<file path="config.mk">
export PLATFORM = sky130hd
export DESIGN_NAME = lobm_front_flat
export DESIGN_NICKNAME = d
export VERILOG_FILES = /design/src/design/lobm_pkg.sv /design/src/design/lobm_if.sv /design/src/design/lobm_front.sv /design/src/flat_wrapper.sv
export SDC_FILE = /design/constraint.sdc
export NUM_CORES = 1
export LEC_CHECK = 0
export BUFFER_PORTS_ARGS = -buffer_cell sky130_fd_sc_hd__buf_2
export CORE_UTILIZATION = 47
export CTS_CLUSTER_SIZE = 8
export DETAILED_ROUTE_END_ITERATION = 10
export PLACE_DENSITY = 0.74
export SETUP_SLACK_MARGIN = 0.15
export SYNTH_ARGS = -nofsm -noshare
export SYNTH_HDL_FRONTEND = slang
export SYNTH_SLANG_ARGS = --single-unit
</file>
<file path="constraint.sdc">
create_clock -name clk -period 7.8 [get_ports clk]
set_clock_uncertainty 0.05 [all_clocks]
set_input_delay 1.56 -clock clk [delete_from_list [all_inputs] [get_ports clk]]
set_output_delay 1.56 -clock clk [all_outputs]
set_load 0.01 [all_outputs]
</file>
<file path="src/design/lobm_pkg.sv">
// Shared types, codes and constants of the limit order book matcher.
`default_nettype none
package lobm_pkg;

  localparam int SIDE_DEPTH_DEF = 32;
  localparam int MAX_FILLS      = 32;
  localparam int FILL_IW        = $clog2(MAX_FILLS);
  localparam int FILL_CW        = $clog2(MAX_FILLS + 1);
  localparam int ID_W           = 64;
  localparam int PX_W           = 32;
  localparam int QTY_W          = 32;
  localparam int CNT_OUT_W      = 7;

  localparam logic [1:0] REQ_MARKET = 2'd0;
  localparam logic [1:0] REQ_LIMIT  = 2'd1;

  localparam logic [2:0] OUT_RESTED    = 3'd0;
  localparam logic [2:0] OUT_FILLED    = 3'd1;
  localparam logic [2:0] OUT_DROPPED   = 3'd2;
  localparam logic [2:0] OUT_CANCELLED = 3'd3;
  localparam logic [2:0] OUT_NOT_FOUND = 3'd4;
  localparam logic [2:0] OUT_FULL      = 3'd5;

  typedef enum logic [1:0] {
    KIND_MARKET,
    KIND_LIMIT,
    KIND_CANCEL
  } kind_t;

  typedef struct packed {
    kind_t              kind;
    logic               is_sell;
    logic [ID_W-1:0]    id;
    logic [PX_W-1:0]    price;
    logic [QTY_W-1:0]   qty;
  } item_t;

  typedef enum logic [1:0] {
    OP_NONE,
    OP_FILL,
    OP_CANCEL,
    OP_INSERT
  } book_op_t;

  typedef struct packed {
    book_op_t           op;
    logic [ID_W-1:0]    id;
    logic [PX_W-1:0]    price;
    logic [QTY_W-1:0]   qty;
  } book_cmd_t;

  typedef struct packed {
    logic               head_valid;
    logic [ID_W-1:0]    head_id;
    logic [PX_W-1:0]    head_price;
    logic [QTY_W-1:0]   head_rem;
    logic               found;
    logic               full;
  } book_stat_t;

  typedef struct packed {
    logic [ID_W-1:0]    buy_id;
    logic [ID_W-1:0]    sell_id;
    logic [PX_W-1:0]    price;
    logic [QTY_W-1:0]   qty;
  } trade_t;

endpackage
`default_nettype wire

</file>
<file path="src/design/lobm_if.sv">
// Request and result channel interfaces.
`default_nettype none
interface lobm_req_if;
  logic        valid;
  logic        ready;
  logic [1:0]  req_type;
  logic        side;
  logic [63:0] oid;
  logic [31:0] price;
  logic [31:0] quantity;
  modport source (output valid, req_type, side, oid, price, quantity, input ready);
  modport sink   (input valid, req_type, side, oid, price, quantity, output ready);
endinterface

`default_nettype wire

</file>
<file path="src/design/lobm_front.sv">
// Front end: takes request words, classifies them, queues them for the engine.
`default_nettype none
module lobm_front (
  input  wire logic          clk,
  input  wire logic          rst,
  lobm_req_if.sink           order,
  output lobm_pkg::item_t    head,
  output logic               head_valid,
  input  wire logic          pop
);
  lobm_pkg::item_t q [2];
  logic            wr_ptr;
  logic            rd_ptr;
  logic [1:0]      fill;
  lobm_pkg::item_t cls;
  logic            push;

  always_comb begin
    cls.is_sell = order.side;
    cls.id      = order.oid;
    cls.price   = order.price;
    cls.qty     = order.quantity;
    case (order.req_type)
      lobm_pkg::REQ_MARKET: cls.kind = lobm_pkg::KIND_MARKET;
      lobm_pkg::REQ_LIMIT:  cls.kind = lobm_pkg::KIND_LIMIT;
      default:              cls.kind = lobm_pkg::KIND_CANCEL; // both cancel codes
    endcase
  end

  assign order.ready = (fill != 2'd2);
  assign push        = order.valid && order.ready;
  assign head_valid  = (fill != 2'd0);
  assign head        = q[rd_ptr];

  always_ff @(posedge clk) begin
    if (rst) begin
      wr_ptr <= 1'b0;
      rd_ptr <= 1'b0;
      fill   <= 2'd0;
    end else begin
      if (push) wr_ptr <= ~wr_ptr;
      if (pop && head_valid) rd_ptr <= ~rd_ptr;
      fill <= fill + {1'b0, push} - {1'b0, pop && head_valid};
    end
  end

  always_ff @(posedge clk) begin
    if (push) q[wr_ptr] <= cls;
  end
endmodule
`default_nettype wire

</file>
<file path="src/flat_wrapper.sv">
// flat-port wrapper written by rule: the top's interface ports become plain ports
module lobm_front_flat 
  (clk, rst, head, head_valid, pop, order_valid, order_req_type, order_side, order_oid, order_price, order_quantity, order_ready);
  lobm_req_if order_i ();
  input  wire logic clk;
  input  wire logic rst;
  output lobm_pkg::item_t head;
  output logic head_valid;
  input  wire logic pop;
  input wire logic [$bits(order_i.valid)-1:0] order_valid;
  input wire logic [$bits(order_i.req_type)-1:0] order_req_type;
  input wire logic [$bits(order_i.side)-1:0] order_side;
  input wire logic [$bits(order_i.oid)-1:0] order_oid;
  input wire logic [$bits(order_i.price)-1:0] order_price;
  input wire logic [$bits(order_i.quantity)-1:0] order_quantity;
  output wire logic [$bits(order_i.ready)-1:0] order_ready;
  assign order_i.valid = order_valid;
  assign order_i.req_type = order_req_type;
  assign order_i.side = order_side;
  assign order_i.oid = order_oid;
  assign order_i.price = order_price;
  assign order_i.quantity = order_quantity;
  assign order_ready = order_i.ready;
  lobm_front u_core (.clk(clk), .rst(rst), .order(order_i), .head(head), .head_valid(head_valid), .pop(pop));
endmodule
</file>
==> impl_metrics.toml, run 1 <==
[finish]
fin_nets = 870
drive_above_1_share_pct = 60.7
area_growth_pct = 26.3
fillCellCount = 1528

[synth]
synth_edf_count = 262
synthArstFlopShare_pct = 0
synth_top_cell_area_share_pct = 78.1
yosysMostFrequentCell = "edfxtp_1"
syn_inst = 436
ys_warn_count = 0
yosysTopAreaCell = "edfxtp_1"
synth_common_cells = "262 x edfxtp_1, 90 x mux2_4, 41 x mux2_2"
ys_seq_area_share_pct = 79.1
ys_ff_latch = 267
ys_types = 21
yosys_most_used_dff = "edfxtp_1"
synth.area.top_cells = "edfxtp_1 78%, mux2_4 13%, mux2_2 4.6%"
synth_fp_nets = 573
avgSynthCellArea_um2 = 23.1
netlist_area_um2 = 10100

[pwr]
clockPowerShare_pct = 32.6
leakage_nw = 4.94
power_density_nw_per_um2 = 349
combPwrFrac_pct = 24.1
internal-power_mw = 3.31
peakVddDrop_v = 0.000347
swShare_pct = 25.5
seq_power_share_pct = 43.3
switchingPower_mw = 1.13

[critical_path]
path_buf_inv = 2
critical_path_class = "flip-flop to primary output"
crit_arrival_ns = 2.62
worst_setup_path_end_kind = "primary output"
start_kind = "flip-flop"
crit_slowest_cell = "dfxtp_4"
crit_chain = "buf_4 > mux2_2 > buf_2"
crit_family = "buffers and inverters"
critPathMaxFanout = 48
max_stage_delay_ns = 0.80
reg2reg_from = "u_core.fill[0]"
cp_data_required_time_ns = 6.19

[timing]
finalHoldViolCount = 0
timing.fmax_mhz = 236
period_share_pct = 54.2
slew_viol_final = 0
setup_ws_ns = 3.57
period_needed_ns = 4.23
finalSetupTns_ns = 0
finalSetupViolations = 0
rsz0062_at_grt = "false"
max_slew_margin_pct = 25.3
worst_hold_slack_ns = 0.499
tightestPinTransition_ns = 1.12

[clock_tree]
clock_path_buffers = 3
cts_hold_buf = 0
clk_latency_ns = 0.49
cts_tree = "yes"
clock_sinks = 267
cts_setup_buffers = 0
numCtsBuffers = 39
htree_num_levels = 2
root_buffer = "clkbuf_16"
ctsResizeCount = 0
cts.clk_slew.worst_paths_ns = 0.05

[status]
status = "finished clean"

[place]
dp_hpwl_mm = 12.2
pre_cts_slack_ns = 3.96
portBuffers = 267
place_congestion = 0.750

[hold_path]
hp-start = "u_core.wr_ptr"
min_path_type = "flip-flop to flip-flop"

[detailed_routing]
vias_per_cell = 4.92
wirelength_mm = 18.7
wl_per_cell_um = 18.4
vias = 5009
drtIter0Drc = 268
drt_first_pass_iters = 4
route.detailed.drc = 0
ant_nets = 0

[grt]
first_global_vias = 5355
antenna_found_initial = 3
grt_max_degree = 83
grt_usage_pct = 16.6
grt-ovfl-total = 0
grt_pass1_wl_mm = 27.8

[flow_run]
drv_cap = 0

[floorplan]
chipHeight_um = 148
dieArea_um2 = 22000
die_w_um = 148
io-pin-count = 268
core_um2 = 21000
initial_utilization_pct = 47.9
rows = 53
-- state kept, by name, indices dropped and copies added, names as in the netlist, named ones only --
register       cells
u_core.rd_ptr      1
u_core.wr_ptr      1
u_core.fill        2
u_core.q         262
-- cell type report --
type	instances	area, um2	area share [%]
flip-flops and latches	267	7970	62.7
multi-input cells	151	1960	15.4
repair buffers	272	1370	10.8
clock buffers	47	1050	8.24
well taps	275	344	2.71
clock inverters	1	7.51	0.0590
inverters	2	7.51	0.0590
diodes	3	7.51	0.0590
-- worst register-to-register path: stages (launching register included) --
cell and delay, ns:
dfxtp_1 0.36, nand2b_1 0.20, and3_4 0.67, buf_4 0.96
-- final timing paths --
check,to,slack [ns],cells past startpoint
setup / recovery,head[130],3.57,3
hold / removal,u_core.wr_ptr,0.50,2
setup reg to reg,u_core.q[1][37],5.07,3
hold reg to reg,u_core.wr_ptr,0.50,2
-- cells in the final DEF (no fill, tap or decap), drive strengths merged --
cell type / count
or2: 1
inv: 2
nand3: 1
diode: 3
and3: 1
o21ai: 1
xor2: 1
dfxtp: 5
clkbuf: 47
clkinvlp: 1
ha: 2
nor2: 4
mux2: 131
buf: 272
xnor2: 2
o21a: 1
nand2b: 2
and2: 1
nor2b: 3
edfxtp: 262
-- power by group through the flow --
stage / clock (mW) / combinational [mW] / sequential, mW
floorplan: 0 / 0.781 / 1.91
global placement: 0 / 1.07 / 1.94
detailed placement: 0 / 1.08 / 1.95
CTS: 1.49 / 1.09 / 1.93
global route: 1.55 / 1.15 / 1.94
finish: 1.45 / 1.07 / 1.92
-- per-stage QoR --
stage / total power, mW / cells / instance area [um2] / utilization [%]
finish: 4.45 / 1018 / 12700 / 60.5
global placement: 3.01 / 967 / 11700 / 55.4
floorplan: 2.69 / 436 / 10100 / -
CTS: 4.51 / 1015 / 12700 / 60.5
global route: 4.64 / 1016 / 12700 / 60.5
detailed placement: 3.04 / 967 / 11700 / 55.4
-- layer usage --
metal / share of wire [%] / global-route usage [%] / wire length, um
met5: 0 / 0 / 0
met4: 1.9 / 5.88 / 354
met2: 49 / 27.8 / 9150
met1: 41 / 20.3 / 7650
met3: 8.4 / 5.37 / 1570
-- cells by family after synthesis --
family | Yosys count | synth area share (%)
AO/OA/AOI/OAI | 2 | 0.124
XOR/XNOR | 3 | 0.261
adder cells (fa/ha/maj) | 2 | 0.248
buffers and inverters | 18 | 1.58
flip-flops | 267 | 79.1
multiplexers | 131 | 18.0
AND/OR/NAND/NOR | 13 | 0.696
(Power assumes the default switching activity.)
==> run 2, diff against run 1 <==
clock period = 3.54 ns   (was 7.8 ns; I/O delays follow)
==> run 2 against run 1 <==
Effect of this change:
- core utilization up 0.59 points
- global-route usage about the same
- sequential share of layout area down 0.60 points
- non-clock buffer count up 7
- count of clock-buffer cells in the layout up 7
- critical path depth unchanged
- clock power up 120%
- power up 120%
==> impl_metrics.toml, run 2 (synthesis results as in run 1) <==
[pwr]
power_density_nw_per_um2 = 772
total_power_mw = 9.91
leakage_nw = 5.00
peakVddDrop_v = 0.000477

[clock_tree]
cts_tree = "yes"
numCtsBuffers = 39
root_buffer = "clkbuf_16"
cts.clk_slew.worst_paths_ns = 0.05
clk_latency_ns = 0.49
ctsResizeCount = 0
clock_path_buffers = 3
htree_num_levels = 2
clock_sinks = 267
cts_setup_buffers = 0
cts_hold_buf = 0

[critical_path]
critical_path_class = "flip-flop to primary output"
crit_arrival_ns = 2.18
worst-r2r-setup-slack_ns = 1.52
crit_path_end = "head[57]"
critPathMaxFanout = 40
start_kind = "flip-flop"
rr_worst_depth = 4
reg2reg_from = "u_core.fill[0]"
worst_r2r_endpoint = "u_core.q[0][109]"
worst_setup_path_end_kind = "primary output"
cp_data_required_time_ns = 2.78

[finish]
seq_area_um2 = 7970
final_cell_mix = "267 x buf_2, 262 x edfxtp_1, 90 x mux2_4"
multi_input_area_um2 = 1960
final_util_pct = 61.1
layoutNonFillerInstCount = 1030
area_growth_pct = 27.5
fin_nets = 877
regMostFlops = "u_core.q"
fillCellCount = 1517
fin_area_um2 = 12800
drive_above_1_share_pct = 60.5
final_common_cell = "buf_2"
top_regs = "u_core.q x262, u_core.fill x2"
largest_reg_flops = 262

[timing]
worst_hold_slack_ns = 0.348
slew_viol_final = 0
finalSetupTns_ns = 0
period_share_pct = 83.0
tightestPinTransition_ns = 0.782
setup_ws_ns = 0.601
period_needed_ns = 2.94
finalHoldViolCount = 0
finalSetupViolations = 0
rsz0062_at_grt = "false"
timing.fmax_mhz = 340
max_slew_margin_pct = 47.9

[place]
dpl.cell_count = 974
portBuffers = 267
place_congestion = 0.769
pre_cts_slack_ns = 1.07
dp_hpwl_mm = 12.3
placed_area_um2 = 11800

[detailed_routing]
drt_first_pass_iters = 4
route.detailed.drc = 0
wl_per_cell_um = 18.1
vias_per_cell = 4.94
vias = 5087
ant_nets = 0
drtIter0Drc = 247
wirelength_mm = 18.6

[hold_path]
min_path_type = "input port to flip-flop"

[floorplan]
dieArea_um2 = 22000
chipHeight_um = 148
initial_utilization_pct = 47.9
core_um2 = 21000
io-pin-count = 268
rows = 53
die_w_um = 148

[grt]
grt-ovfl-total = 0
first_global_vias = 5460
grt_usage_pct = 16.6
grt_pass1_wl_mm = 28.0
antenna_found_initial = 1
grt_max_degree = 81

[status]
status = "finished clean"

[flow_run]
drv_cap = 0
run 2: area by class of cell:
class / instances / area share (%)
diodes: 1 / 0.0195
clock buffers: 54 / 8.37
clock inverters: 1 / 0.0585
inverters: 2 / 0.0585
multi-input cells: 151 / 15.3
flip-flops and latches: 267 / 62.1
well taps: 275 / 2.68
repair buffers: 279 / 11.5
run 2: report_power, final:
| group | internal (mW) | leakage (nW) | switching (mW) |
|---|---|---|---|
| Sequential | 4.03 | 2.49 | 0.196 |
| Clock | 2.07 | 0.521 | 1.18 |
| Combinational | 1.28 | 1.99 | 1.15 |
run 2: how the worst min path moves through the flow:
stage                            endpoint  cells past startpoint          startpoint
after floorplan                 flip-flop                      2       u_core.rd_ptr
after global placement      u_core.rd_ptr                      2       u_core.rd_ptr
after detailed placement        flip-flop                      2       u_core.rd_ptr
after CTS                 u_core.q[0][49]                      1     order_price[17]
after global routing      u_core.q[1][29]                      1  order_quantity[29]
final                     u_core.q[0][49]                      1     order_price[17]
run 2: per-layer routing:
| metal | routed length [um] | vias up | track usage, % |
|---|---|---|---|
| li1 | - | 2334 | - |
| met1 | 7120 | 2495 | 18.8 |
| met2 | 9530 | 223 | 29.5 |
| met3 | 1510 | 35 | 5.06 |
| met4 | 444 | 0 | 6.08 |
| met5 | 0 | - | 0 |
run 2: worst max-delay path, stage by stage (launching register included):
cell and delay (ns):
dfxtp_4 0.77, buf_4 0.41, mux2_4 0.33, buf_2 0.14
